## config.mk

```make
export PLATFORM = sky130hd
export DESIGN_NAME = fcull_ctrl
export DESIGN_NICKNAME = d
export VERILOG_FILES = /design/src/hw/rtl/fcull_pkg.sv /design/src/hw/rtl/fcull_ctrl.sv
export SDC_FILE = /design/constraint.sdc
export NUM_CORES = 1
export LEC_CHECK = 0
export BUFFER_PORTS_ARGS = -buffer_cell sky130_fd_sc_hd__buf_2
export CAP_MARGIN = 20
export CORE_AREA = 2 2 39 41
export CTS_CLUSTER_DIAMETER = 30
export CTS_CLUSTER_SIZE = 20
export DETAILED_ROUTE_END_ITERATION = 8
export DIE_AREA = 0 0 41 43
export MAX_ROUTING_LAYER = met4
export PLACE_DENSITY_LB_ADDON = 0.3
export SLEW_MARGIN = 20
export SYNTH_ARGS = -nofsm -noshare
export SYNTH_HDL_FRONTEND = slang
export SYNTH_SLANG_ARGS = --single-unit
export TNS_END_PERCENT = 1
```

## constraint.sdc

```tcl
create_clock -name clk -period 1.4 [get_ports clk]
set_input_delay 0.28 -clock clk [delete_from_list [all_inputs] [get_ports clk]]
set_output_delay 0.28 -clock clk [all_outputs]
set_load 0.05 [all_outputs]
```

## src/hw/rtl/fcull_pkg.sv

```systemverilog
// Shared types and constants for the frustum box cull block.
package fcull_pkg;

    localparam int unsigned NUM_PLANES = 6;
    localparam int unsigned NUM_ROWS   = 3;
    localparam int unsigned NUM_CFG    = 8;
    localparam int unsigned CFG_IDX_W  = 4;
    localparam int unsigned WORD_W     = 32;
    localparam int unsigned COEF_W     = 33;
    localparam int unsigned XSUM_W     = 66;
    localparam int unsigned PSUM_W     = 68;

    localparam logic ACTION_LOAD = 1'b0;
    localparam logic ACTION_TEST = 1'b1;
    localparam logic [1:0] ROW_NONE = 2'd3;

    typedef struct packed {
        logic       load_row;
        logic       start;
        logic       issue;
        logic [2:0] corner;
    } cmd_t;

    typedef struct packed {
        logic busy;
        logic visible;
    } sts_t;

endpackage

```

## src/hw/rtl/fcull_ctrl.sv

```systemverilog
// Sequencer for the frustum box cull block: handshakes, corner issue, result register.
module fcull_ctrl
(
    input  logic                clk,
    input  logic                rst_n,
    input  logic                s_tvalid,
    output logic                s_tready,
    input  logic                action,
    input  logic [1:0]          row_index,
    output logic                m_tvalid,
    input  logic                m_tready,
    output logic                visible,
    output fcull_pkg::cmd_t     cmd,
    input  fcull_pkg::sts_t     sts
);

    localparam logic [1:0] ST_IDLE  = 2'd0;
    localparam logic [1:0] ST_RUN   = 2'd1;
    localparam logic [1:0] ST_DRAIN = 2'd2;
    localparam logic [1:0] ST_HOLD  = 2'd3;

    logic [1:0] state_reg, state_next;
    logic [2:0] cnt_reg, cnt_next;
    logic       out_valid_reg, out_valid_next;
    logic       out_vis_reg, out_vis_next;
    logic       accept;
    logic       out_load;

    assign s_tready = (state_reg == ST_IDLE);
    assign accept   = s_tvalid && s_tready;
    assign m_tvalid = out_valid_reg;
    assign visible  = out_vis_reg;

    always_comb
    begin
        state_next   = state_reg;
        cnt_next     = cnt_reg;
        out_load     = 1'b0;
        cmd.load_row = accept && (action == fcull_pkg::ACTION_LOAD)
                       && (row_index != fcull_pkg::ROW_NONE);
        cmd.start    = accept && (action == fcull_pkg::ACTION_TEST);
        cmd.issue    = 1'b0;
        cmd.corner   = cnt_reg;
        unique case (state_reg)
            ST_IDLE:
            begin
                cnt_next = 3'd0;
                if (cmd.start)
                begin
                    state_next = ST_RUN;
                end
            end
            ST_RUN:
            begin
                cmd.issue = 1'b1;
                cnt_next  = cnt_reg + 3'd1;
                if (cnt_reg == 3'd7)
                begin
                    state_next = ST_DRAIN;
                end
            end
            ST_DRAIN, ST_HOLD:
            begin
                if (!sts.busy)
                begin
                    if (!out_valid_reg || m_tready)
                    begin
                        out_load   = 1'b1;
                        state_next = ST_IDLE;
                    end
                    else
                    begin
                        state_next = ST_HOLD;
                    end
                end
            end
            default:
            begin
                state_next = ST_IDLE;
            end
        endcase
    end

    always_comb
    begin
        out_valid_next = out_valid_reg;
        out_vis_next   = out_vis_reg;
        if (out_valid_reg && m_tready)
        begin
            out_valid_next = 1'b0;
        end
        if (out_load)
        begin
            out_valid_next = 1'b1;
            out_vis_next   = sts.visible;
        end
    end

    always_ff @(posedge clk or negedge rst_n)
    begin
        if (!rst_n)
        begin
            state_reg     <= ST_IDLE;
            cnt_reg       <= 3'd0;
            out_valid_reg <= 1'b0;
        end
        else
        begin
            state_reg     <= state_next;
            cnt_reg       <= cnt_next;
            out_valid_reg <= out_valid_next;
        end
    end

    always_ff @(posedge clk)
    begin
        out_vis_reg <= out_vis_next;
    end

    a_issue_in_run: assert property (@(posedge clk) disable iff (!rst_n)
        cmd.issue |-> (state_reg == ST_RUN))
        else $error("corner issued outside run state");

    a_load_slot_free: assert property (@(posedge clk) disable iff (!rst_n)
        out_load |-> (!out_valid_reg || m_tready))
        else $error("result overwrote an untaken result");

    a_run_to_drain: assert property (@(posedge clk) disable iff (!rst_n)
        (state_reg == ST_RUN && cnt_reg == 3'd7) |=> (state_reg == ST_DRAIN))
        else $error("run did not end after eight corners");

endmodule

```

# == After elaboration in Yosys (flattened, before gate mapping) ==
# Index checks and enable logic that the tools add are counted.
# classes
addsub,1
eq_ne,8
mux,12
bitwise,1
n_reduce_logical,12
# ops
operator,count
2-bit 2-to-1 mux,4
1-bit 2-to-1 mux,6
2-bit != test (second input constant),3
2-bit case mux with 3 select lines,1
3-bit case mux with 2 select lines,1
1-bit logical AND,5
2-bit == test (second input constant),2
2-bit nonzero test,2
3-bit by 1-bit adder with 3-bit output (second input constant),1
3-bit == test (second input constant),1
3-bit AND reduction,1
2-bit by 1-bit == test with 1-bit output (second input constant),1
2-bit logical NOT,1
2-bit by 1-bit != test with 1-bit output (second input constant),1
2-bit OR reduction,1
1-bit logical NOT,1
1-bit logical OR,1
1-bit inverter,1
# totals
ff_bits,7
out_inout_bits,9
word_cells,38

# == Longest topological paths before layout ==
# depth
depth_word,6
ltp_mapped,4

# == Least setup slack after synthesis ==
# No wires, ideal clock.
# synth_path
kind,register -> output
startpoint,reg state_reg[1]
endpoint,out cmd[5] in the netlist's numbering
arrival_ns,1.385
required_time_ns,1.120
path_slack_ns,-0.265
path_stages_with_launch,4
path_buffers,1
path_cell_list,dfrtp_1 > buf_4 > nor2_4 > and3_1
# synth_rtl
element,line_no,text
from (decl),fcull_ctrl.sv:22,"logic [1:0] state_reg, state_next;"
from (signal assigned),fcull_ctrl.sv:109,state_reg <= state_next;
to (decl),fcull_ctrl.sv:13,"output fcull_pkg::cmd_t cmd,"

==> flow_summary_export.csv <==
group,metric,value,unit
route,wl_per_cell,11.1,µm
route,viasPerCell,4.63,
yosys,syn_area,367,µm²
finish,nets,68,
sta,tightestPinTransition,0.250,ns
finish,post-route-util,0.406,
cts,cts_buffers,3,
finish,n_antenna_cell,0,
sta,setup_slack,-0.0237,ns
power_and_ir_drop,powerDensity,2280,nW/µm²
yosys,yosysSeqAreaShare,0.491,
finish,multi_input_area,181,µm²
sta,rsz0062_at_grt,"yes",
setup_path,cpPeakStageDelay,0.46,ns
cts,clk_path_buf_depth,2,
power_and_ir_drop,power_leakage,0.283,nW
worst_hold_path,hold_path_depth,1,
yosys,synthFlopType,"dfrtp_1",
yosys,ys_top_cells_by_area,"dfrtp_1 (41%), edfxtp_1 (8.2%), ha_1 (6.8%)",
finish,largest_register_ffs,3,
sta,hold_viol,0,
finish,area_growth,53.2,%
global_routing,grt_max_degree,7,
sta,fin_skew,0.00626,ns
global_routing,grt_overflow,0,
yosys,ys_warn_count,0,
place,gp_congestion,0.681,
route,maxUsedRoutingLayer,"met4",
route,drc_errors,0,
yosys,yosysMostFrequentCell,"dfrtp_1",
floorplan,ios,18,
setup_path,cp.depth,3,
yosys,synthCells,32,
finish,nFillCells,151,
setup_path,crit_slowest_cell,"dfrtp_2",
yosys,synth-seq-cells,7,
route,wl_met3,61,µm
sta,period_share,1.02,
route,ant_nets,0,
route,wl_met2,372,µm
yosys,synth_nets,43,
cts,root_buffer,"clkbuf_4",
power_and_ir_drop,vdd_drop_max,1.06,mV
route,first_pass_iters,3,
floorplan,dieWidth,41,µm
setup_path,cp_num_buf_inv,1,
outcome,failed_checks,"negative setup slack",
cts,h-tree-depth,1,
yosys,ys_top_cells_by_count,"dfrtp_1 (6), and3_1 (3)",
setup_path,cp-start-kind,"flop",
job,maxCapViolCount,0,
floorplan,die_area,1760,µm²
cts,cts_tree,"done",
yosys,synth_top_area_share,0.410,
sta,max_slew_margin,0.835,
setup_path,required,1.12,ns
cts,cts.reportedPaths.clkPinSlew,0.06,ns
floorplan,rows,14,
global_routing,grt_antenna_before_repair,0,
setup_path,crit_type,"reg2out",
setup_path,rr_worst_depth,4,
place,hpwlAfterDp,596,µm
finish,seqCellArea,183,µm²
setup_path,crit_path_end_kind,"output port",
floorplan,initial_core_util,0.265,
global_routing,grt_pass1_wl,1260,µm
place,numPortBuffers,17,
outcome,status,"finished with violations",
finish,drive_gt1_frac,0.536,
route,vias,333,
sta,setup_viol,2,
worst_hold_path,hold_path_class,"in2reg",
route,drtIter0Drc,5,
route,drt-total-wl,797,µm
sta,min_period,1.42,ns
setup_path,critPathTopFamily,"flip-flops",
yosys,synth.avg_cell_area,11.5,µm²
cts,clk_latency,0.25,ns
cts,clock-sinks,7,
sta,slew_viol_final,0,
setup_path,crit_fanout,4,
sta,fmax,702,MHz
yosys,synth_edf_count,1,
yosys,yosysTopAreaCell,"dfrtp_1",
route,wl_met1,353,µm
place,place_ws,0.104,ns
setup_path,cp_cell_sequence,"nor2_4 > and3_4 > buf_8",
global_routing,grt_pass1_vias,293,
floorplan,die_h,43,µm
yosys,synthArstFlopShare,0.857,
floorplan,core-area,1380,µm²
setup_path,arrival,1.14,ns
global_routing,grt_usage,0.116,
yosys,yosysUniqueCellTypes,19,
-- timing repair --
item	4_1_cts	5_1_grt
hold endpoints to repair	6	0
setup buffers	1	0
hold buffers	1	0
resized for setup	9	1
endpoints found under the setup margin	4	4
cloned	0	0
-- final timing paths --
check / slack [ns] / start / endpoint
max in group asynchronous: 0.86 / rst_n / state_reg[0]
worst min-delay path: 0.20 / sts[0] / visible
worst max register to register: 0.15 / cnt_reg[0] / state_reg[0]
worst max-delay path: -0.02 / state_reg[1] / cmd[4]
worst min register to register: 0.51 / cnt_reg[1] / cnt_reg[1]
min in group asynchronous: 0.38 / rst_n / state_reg[1]
-- stage by stage --
stage          std cells  hold slack, ns  instance area [µm²]  TNS, ns  power (mW)
4_1_cts               72           0.193                  558  -0.0770        1.29
2_1_floorplan         32         -0.0156                  380   -0.135       0.888
3_3_place_gp          66           0.115                  489        0        1.04
6_report              72           0.201                  562  -0.0416        1.28
5_1_grt               72           0.187                  562   -0.199        1.37
3_5_place_dp          66           0.114                  489        0        1.03
-- cell type report --
class | count | area share
Timing Repair Buffer | 21 | 0.256
Sequential cell | 7 | 0.325
Multi-Input combinational cell | 22 | 0.323
Inverter | 2 | 0.0134
Tap cell | 16 | 0.0356
Clock buffer | 4 | 0.0468
-- where the power goes --
group	internal (mW)	switching (mW)	leakage, nW
Combinational	0.274	0.465	0.185
Sequential	0.283	0.0729	0.0831
Clock	0.109	0.0748	0.0150
-- cells by family (layout without fill, tap and decap cells) --
group	after synthesis	after routing	synth area share
flip-flops	7	7	0.491
buffers and inverters	3	27	0.0410
AO/OA/AOI/OAI	8	8	0.140
multiplexers	1	1	0.0409
AND/OR/NAND/NOR	11	11	0.218
adder cells (fa/ha/maj)	2	2	0.0682
-- placed cells by master (no fill, tap or decap) --
master and instances:
nand2b_1 2, o21ai_0 2, mux2_4 1, buf_6 1, a21oi_1 2, buf_4 3, dfrtp_1 4, and3_1 1
nor2_4 1, a32oi_1 1, nand3b_1 1, edfxtp_1 1, and3_4 2, buf_2 14, or3b_1 1, a21boi_0 1
a22o_1 1, dfrtp_2 2, ha_1 2, a31oi_1 1, clkbuf_1 1, inv_1 2, nand2_1 2, nor2b_4 1
clkbuf_4 3, buf_8 2, dlygate4sd3_1 1
-- routing by layer --
metal	track usage	up-vias
met5	-	-
met3	0.0942	2
met4	0.0200	0
li1	-	163
met2	0.147	12
met1	0.144	156
Power figures use the tool's default switching activity.
